--- src/rtl/core/assert_macros.svh ---
// Assertion macros used by the top-level RTL file of the opening filter.
`ifndef ASSERT_MACROS_SVH
`define ASSERT_MACROS_SVH

// Same-cycle implication, checked at every rising edge outside reset.
`define CMO_ASSERT_IMP(label, clk, rst_n, ante, cons, msg) \
    label: assert property (@(posedge clk) disable iff (!rst_n) (ante) |-> (cons)) \
        else $error(msg);

// Next-cycle implication, checked at every rising edge outside reset.
`define CMO_ASSERT_NEXT(label, clk, rst_n, ante, cons, msg) \
    label: assert property (@(posedge clk) disable iff (!rst_n) (ante) |=> (cons)) \
        else $error(msg);

`endif

--- src/rtl/core/cmo_pkg.sv ---
// Shared types and constants of the cross-window opening filter.
`timescale 1ns / 1ps

package cmo_pkg;

    localparam int PIX_W        = 8;
    localparam int ROW_W        = 13;
    localparam int WIDTH_REG_W  = 11;
    localparam int CFG_W        = 13;
    localparam int CFG_IDX_W    = 1;
    localparam int MAX_HEIGHT   = 4096;
    localparam int WIDTH_RESET  = 256;
    localparam int HEIGHT_RESET = 256;

    localparam logic [PIX_W-1:0] KEY_MAX = 8'hFF;
    localparam logic [PIX_W-1:0] KEY_MIN = 8'h00;

    localparam logic [CFG_IDX_W-1:0] REG_IMAGE_WIDTH  = 1'b0;
    localparam logic [CFG_IDX_W-1:0] REG_IMAGE_HEIGHT = 1'b1;

    localparam logic ACT_PIXEL = 1'b0;
    localparam logic ACT_FLUSH = 1'b1;

    typedef struct packed {
        logic has_result;
        logic active;
        logic tail;
        logic done;
        logic at_final;
        logic at_origin;
    } stage_stat_t;

    typedef struct packed {
        logic             last;
        logic [PIX_W-1:0] pixel;
    } out_item_t;

endpackage

--- src/rtl/core/cmo_out_buf.sv ---
// Two-entry result buffer between the filter core and the output stream.
`timescale 1ns / 1ps

module cmo_out_buf (
    input  logic                clk,
    input  logic                rst_n,
    input  logic                push,
    input  cmo_pkg::out_item_t  push_item,
    output logic                ready,
    output logic                m_valid,
    input  logic                m_ready,
    output cmo_pkg::out_item_t  m_item
);

    cmo_pkg::out_item_t entry_reg [2];
    logic               wr_ptr_reg;
    logic               rd_ptr_reg;
    logic [1:0]         count_reg;
    logic [1:0]         count_next;
    logic               pop;

    always_comb
    begin
        m_valid    = (count_reg != 2'd0);
        ready      = (count_reg != 2'd2);
        m_item     = entry_reg[rd_ptr_reg];
        pop        = m_valid && m_ready;
        count_next = count_reg + {1'b0, push} - {1'b0, pop};
    end

    always_ff @(posedge clk)
    begin
        if (push)
        begin
            entry_reg[wr_ptr_reg] <= push_item;
        end
    end

    always_ff @(posedge clk or negedge rst_n)
    begin
        if (!rst_n)
        begin
            wr_ptr_reg <= 1'b0;
            rd_ptr_reg <= 1'b0;
            count_reg  <= 2'd0;
        end
        else
        begin
            if (push)
            begin
                wr_ptr_reg <= ~wr_ptr_reg;
            end
            if (pop)
            begin
                rd_ptr_reg <= ~rd_ptr_reg;
            end
            count_reg <= count_next;
        end
    end

endmodule

--- config.mk ---
export PLATFORM = sky130hd
export DESIGN_NAME = cmo_out_buf
export DESIGN_NICKNAME = d
export VERILOG_FILES = /design/src/rtl/core/assert_macros.svh /design/src/rtl/core/cmo_pkg.sv /design/src/rtl/core/cmo_out_buf.sv
export SDC_FILE = /design/constraint.sdc
export NUM_CORES = 1
export LEC_CHECK = 0
export BUFFER_PORTS_ARGS = -buffer_cell sky130_fd_sc_hd__buf_4
export CAP_MARGIN = 20
export CORE_ASPECT_RATIO = 0.9
export CORE_MARGIN = 2
export CORE_UTILIZATION = 53
export CTS_CLUSTER_SIZE = 10
export DETAILED_ROUTE_END_ITERATION = 8
export HOLD_SLACK_MARGIN = 0.12
export MAX_ROUTING_LAYER = met4
export PLACE_DENSITY = 0.78
export SETUP_SLACK_MARGIN = 0.3
export SLEW_MARGIN = 10
export SYNTH_ARGS = -nofsm -noshare
export SYNTH_HDL_FRONTEND = slang
export SYNTH_SLANG_ARGS = --single-unit
--- constraint.sdc ---
create_clock -name clk -period 3.1 [get_ports clk]
set_clock_uncertainty 0.15 [all_clocks]
set_input_delay 0.155 -clock clk [delete_from_list [all_inputs] [get_ports clk]]
set_output_delay 0.155 -clock clk [all_outputs]
set_load 0.03 [all_outputs]
# ---- Word level (Yosys, flattened, before mapping)
# Memory sizes are Yosys's and may differ from the RTL's.
# Index checks and enable logic that the tools add are counted.
dict set report totals {
  ff_bits 4
  ram_bits 18
  inputBits 13
  output_inout_bits 11
  elab_cells 13
  n_memories 1
}
# name words width read_ports rd_clocked_by_memory_dff write_ports line
set mem_list {}
lappend mem_list {entry_reg 2 9 1 0 1 cmo_out_buf.sv:15} ;# cmo_pkg::out_item_t entry_reg [2];
dict set report op_classes {
  addsub 2
  eq_ne 1
  mux 2
  bitwise_logic 2
  reduce_logical 2
}
# operator count
set ops {}
lappend ops {{2-bit by 1-bit adder with 2-bit output} 1}
lappend ops {{1-bit 2-to-1 mux} 2}
lappend ops {{2-bit inequality test, second input constant} 1}
lappend ops {{1-bit inverter} 2}
lappend ops {{2-bit nonzero test} 1}
lappend ops {{2-bit by 1-bit subtractor with 2-bit output} 1}
lappend ops {{1-bit logical AND} 1}

# ---- Depth between registers and ports, before layout
dict set report depth {
  word_depth 3
  mapped_depth 6
  depth_no_buf 6
}

# ---- Worst setup path after synthesis
# OpenSTA, ideal clock, no wires.
dict set report synth_path {
  kind {reg-to-reg}
  from {register count_reg[1]}
  to {register count_reg[1]}
  setup_time_ns 0.123
  arrival_ns 1.307
  required_time_ns 2.827
  path_slack_ns 1.520
  stages_incl_launch_ff 7
  n_path_buf 0
  period_less_slack_ns 1.580
  cell_sequence {dfrtp_1 o21a_1 ha_1 inv_1 ha_1 xnor2_1 xnor2_1}
}
dict set report synth_via {
  elab_chain_len 3
  elab_cells_between_ends 4
  cone_classes {add/sub (2); reduce/logical (2)}
}
# element line
set synth_rtl {}
lappend synth_rtl {{start, declared} cmo_out_buf.sv:18} ;# logic [1:0] count_reg;
lappend synth_rtl {{start signal, assigned} cmo_out_buf.sv:57} ;# count_reg <= count_next;
lappend synth_rtl {{2-bit nonzero test} cmo_out_buf.sv:24} ;# m_valid = (count_reg != 2'd0);
lappend synth_rtl {{1-bit logical AND} cmo_out_buf.sv:27} ;# pop = m_valid && m_ready;
lappend synth_rtl {{named net pop} cmo_out_buf.sv:20} ;# logic pop;
lappend synth_rtl {{2-bit by 1-bit subtractor with 2-bit output} cmo_out_buf.sv:28} ;# count_next = count_reg + {1'b0, push} - {1'b0, pop};
lappend synth_rtl {{named net count_next[1]} cmo_out_buf.sv:19} ;# logic [1:0] count_next;
# The timed path passes the listed nets, and every way through them passes these cells.
# A chain may end at the register's enable or synchronous reset.

==> results.md <==
Timing:
- Subtracting the final worst setup slack from the clock period gives roughly 1900 ps.
- The final setup TNS is 0 ps.
- The max-slew headroom at the worst pin is 46.2%.
- Setup repair after global routing left no endpoint under its margin.
- Static timing analysis puts the maximum clock frequency at 537 MHz.
- On the final layout, the worst hold slack is between 300 and 400 ps.
- The minimum setup slack in the final design is ~1200 ps.
- The share of the cycle needed by the critical path after routing is 60.1%.
- The final-report max-slew violation count is 0.
- The total setup violations reported at the end of the flow is 0.
- The measured slew at the worst slew-check pin is 806 ps.
- The final hold violation count came to 0.

Cells and area:
- In the final layout, the share of cells above drive strength 1 is 42.9%.
- The number of fillers in the final layout is 90.
- The count of antenna diodes in the layout is 0.
- The signed area change from the synthesized netlist to the final layout is 39.0%.
- The finished layout holds 106 standard cells, fillers aside.
- The register with the most flip-flops in the layout has 18 of them.
- The final net count is 100.
- The total non-filler cell area in the finished layout is 1230 um^2.

Pwr:
- The design internal power is 676 uW.
- Net switching is between 30% and 40% of the power.
- The net switching power of the design is 379 uW.
- The part of the total power dissipated in the clock network is 12.2%.
- Combinational cells account for 43.6% of the total power.
- Summed over all cells, the static leakage comes to 0.000519 uW.
- The maximum resistive drop on vdd is a little under 0.6 mV.
- Power spread over the standard cell area amounts to 857 nW/um^2.
- The share of power burned in registers is 44.3%.

Critical path:
- For the worst setup path, the data required time is 2790 ps.
- The startpoint-to-endpoint class of the critical path is register to output pin.
- The slowest stage of the critical path is the dfrtp_1 cell.
- Measured in cells, the most critical reg-to-reg path has a length of 6.
- STA classifies the critical path startpoint as a register.
- Data on the critical path arrives at its endpoint at 1560 ps.
- In this run the critical register-to-register path is captured at count_reg[1]$_DFF_PN0_.
- The maximum single-stage delay on the critical path is 730 ps.
- In this run the worst path has a maximum fanout of 10.
- The critical path goes through mux2_4, buf_4.
- The worst setup path is captured at an output pin.
- The worst register-to-register path has a setup slack of 1430 ps.
- The count of buffering cells on the critical path with inverters included is 1.
- Among cell families on the critical path, the largest total delay comes from flip-flops.
- The startpoint of the worst register-to-register path is count_reg[1]$_DFF_PN0_.

Clocking:
- The TritonCTS sink count is 22.
- The worst-skew pair later-pin latency is 300 ps.
- The TritonCTS buffer count is 3.
- The root cell of the clock tree is clkbuf_4.
- The clock transition time at the flip-flop clock pins of the worst setup and hold paths is around 110 ps.
- The deepest level of the CTS H-tree is 1.
- TritonCTS built the clock tree.
- The maximum clock insertion buffer count is 2.
- Once the clock tree was built, the setup fixing pass inserted 0 buffers.

Drt:
- The remaining antenna violation count after routing is 0.
- Summing over every cut layer, the via total after detailed routing is 498.
- Dividing the detail-routed wire length by the instance count gives approximately 13 um.
- The number of DRC markers after the initial detailed-route iteration is 7.
- Wires add up to 1400 um.
- In the routed design, unresolved DRC markers number 0.
- Using the TritonRoute via totals, the vias-per-cell ratio works out to 4.70.
- The first detailed-routing pass took 4 iterations.

Min path:
- The startpoint of the tightest hold check path is wr_ptr_reg$_DFFE_PN0P_.
- Counting instances, the worst hold path has a depth of 1.
- The endpoint of the worst hold-timing path is wr_ptr_reg$_DFFE_PN0P_.
- The type of the worst min-delay path is register to register.

Global route:
- After global routing the overflow that remains totals 0.
- The initial antenna violation count is 0.
- The wire length of the first global-routing pass is roughly 2200 um.
- The maximum number of pins on one net before global-route repair is 13.
- Global routing used 16.1% of the available tracks across all layers.
- The number of global-route vias before repair is 566.

Logic synthesis:
- The proportion of register bits with asynchronous set or reset after synthesis is between 10% and 20%.
- After synthesis the netlist holds a flip-flop and latch count of 22.
- The post-synth net total is 60.
- The top cell type's share of synthesized area is between 60% and 70%.
- The most common cell in the synthesized netlist is edfxtp_1.
- The average instance in the mapped netlist occupies 19.7 um^2.
- Sequential cells were found to cover 72.4% of the synthesized design area.
- The synthesized design spends more area on one cell type than any other, namely edfxtp_1.
- Yosys mapped a number of flops with a built-in enable equal to 18.
- During synthesis, Yosys emitted a total of 0 warnings.
- The count of different cell masters after synthesis is 13.
- Sorting the synthesized cells by area gives the leading types as edfxtp_1, mux2_4, dfrtp_1.
- The number of standard cells after synthesis is 45.
- The cell area after synthesis is 885 um^2.
- Sorting the synthesized cells by how often they occur yields edfxtp_1, mux2_4, dfrtp_1.
- The most used flip-flop cell after synthesis is edfxtp_1.

Floorplanning:
- The floorplan die width is 47.1 um.
- In this run the core area contains 13 standard-cell rows.
- The floorplan step defined a die boundary enclosing 2010 um^2.
- The initial cell density of the core is 59.1%.
- During I/O placement, the number of pins put on the boundary was 24.
- Measured along the y axis, the die boundary spans around 43 um.
- The area of the core is 1500 um^2.

Placement:
- The count of buffers added on input and output ports is 23.
- Counting tap cells, the placed design contains a total of about 90 instances.
- The routability-driven placement congestion ratio is 0.656.
- The placed instances occupy a cell area of 1070 um^2.
- OpenSTA, run right after detailed placement, puts the worst setup slack at 1460 ps.

Status:
- The run finished with clean final reports.

Flow run:
- Across the run, the number of max-cap violations was 0.
[per-stage QoR]
step / power [uW] / utilization (%)
after floorplan: 793 / -
after global placement: 912 / 71.7
after detailed placement: 920 / 71.7
after CTS: 1060 / 82.2
after global routing: 1110 / 82.2
final: 1050 / 82.2
[worst max-delay path by stage]
stage / startpoint / end / slack, ps / cells after the start
3_5_place_dp: count_reg[1]$_DFF_PN0_ / count_reg[1]$_DFF_PN0_ / 1460 / 6
2_1_floorplan: count_reg[1]$_DFF_PN0_ / count_reg[1]$_DFF_PN0_ / 1520 / 6
4_1_cts: rd_ptr_reg$_DFFE_PN0P_ / m_item[1] / 1230 / 2
3_3_place_gp: count_reg[1]$_DFF_PN0_ / count_reg[1]$_DFF_PN0_ / 1500 / 6
5_1_grt: rd_ptr_reg$_DFFE_PN0P_ / m_item[1] / 1190 / 2
6_report: rd_ptr_reg$_DFFE_PN0P_ / m_item[1] / 1240 / 2
[power groups by stage]
| stage | clock network, uW | logic, uW | registers [uW] |
|---|---|---|---|
| after floorplan | 0 | 361 | 432 |
| after global placement | 0 | 442 | 470 |
| after detailed placement | 0 | 448 | 473 |
| after CTS | 132 | 462 | 465 |
| after global routing | 142 | 490 | 475 |
| final | 128 | 459 | 467 |
[kinds of logic (layout without fill, tap and decap cells)]
kind of cell	count (synthesis)	in the layout	share of synthesized area, %
flip-flops	22	22	72.4
multiplexers	9	9	15.3
XOR/XNOR	4	4	3.96
AND/OR/NAND/NOR	4	4	2.55
buffers and inverters	3	42	2.12
adder cells (fa/ha/maj)	2	2	2.83
AO/OA/AOI/OAI	1	1	0.849
[routing by layer]
metal	part of all wire (%)	track usage, %	up-vias
met1	41	17.0	242
li1	-	-	239
met5	0	-	-
met2	54	27.9	13
met4	1.2	8.33	0
met3	3.4	2.55	4
[layout make-up]
class                   instances  area [um^2]  area share [%]
flip-flops and latches         22          641            52.1
multi-input cells              20          225            18.3
well taps                      22         27.5            2.24
inverters                       2         7.51           0.610
clock inverters                 1         3.75           0.305
repair buffers                 36          303            24.6
clock buffers                   3         22.5            1.83
[layout by cell type, fill, tap and decap left out]
master / synthesis / final
ha_1: 2 / 2
nand2_1: 1 / 1
edfxtp_1: 18 / 18
clkbuf_4: 0 / 3
o21a_1: 1 / 1
xor2_1: 2 / 2
dlygate4sd3_1: 0 / 13
nor2b_1: 1 / 1
and2_1: 1 / 1
mux2_4: 9 / 9
dfrtp_1: 4 / 4
buf_4: 0 / 23
clkinv_1: 0 / 1
xnor2_1: 2 / 2
or2_2: 1 / 1
inv_1: 2 / 2
[worst reg2reg max path, stage by stage (launching register included)]
cell	delay [ps]
dfrtp_1	430
o21a_1	230
ha_1	270
inv_1	30
ha_1	170
xnor2_1	170
xnor2_1	140
[what timing repair did]
item,CTS,global route
gates resized for setup,0,0
endpoints found under the hold margin,25,0
hold buffers,13,0
No activity file was read; power rests on OpenSTA's default activity.
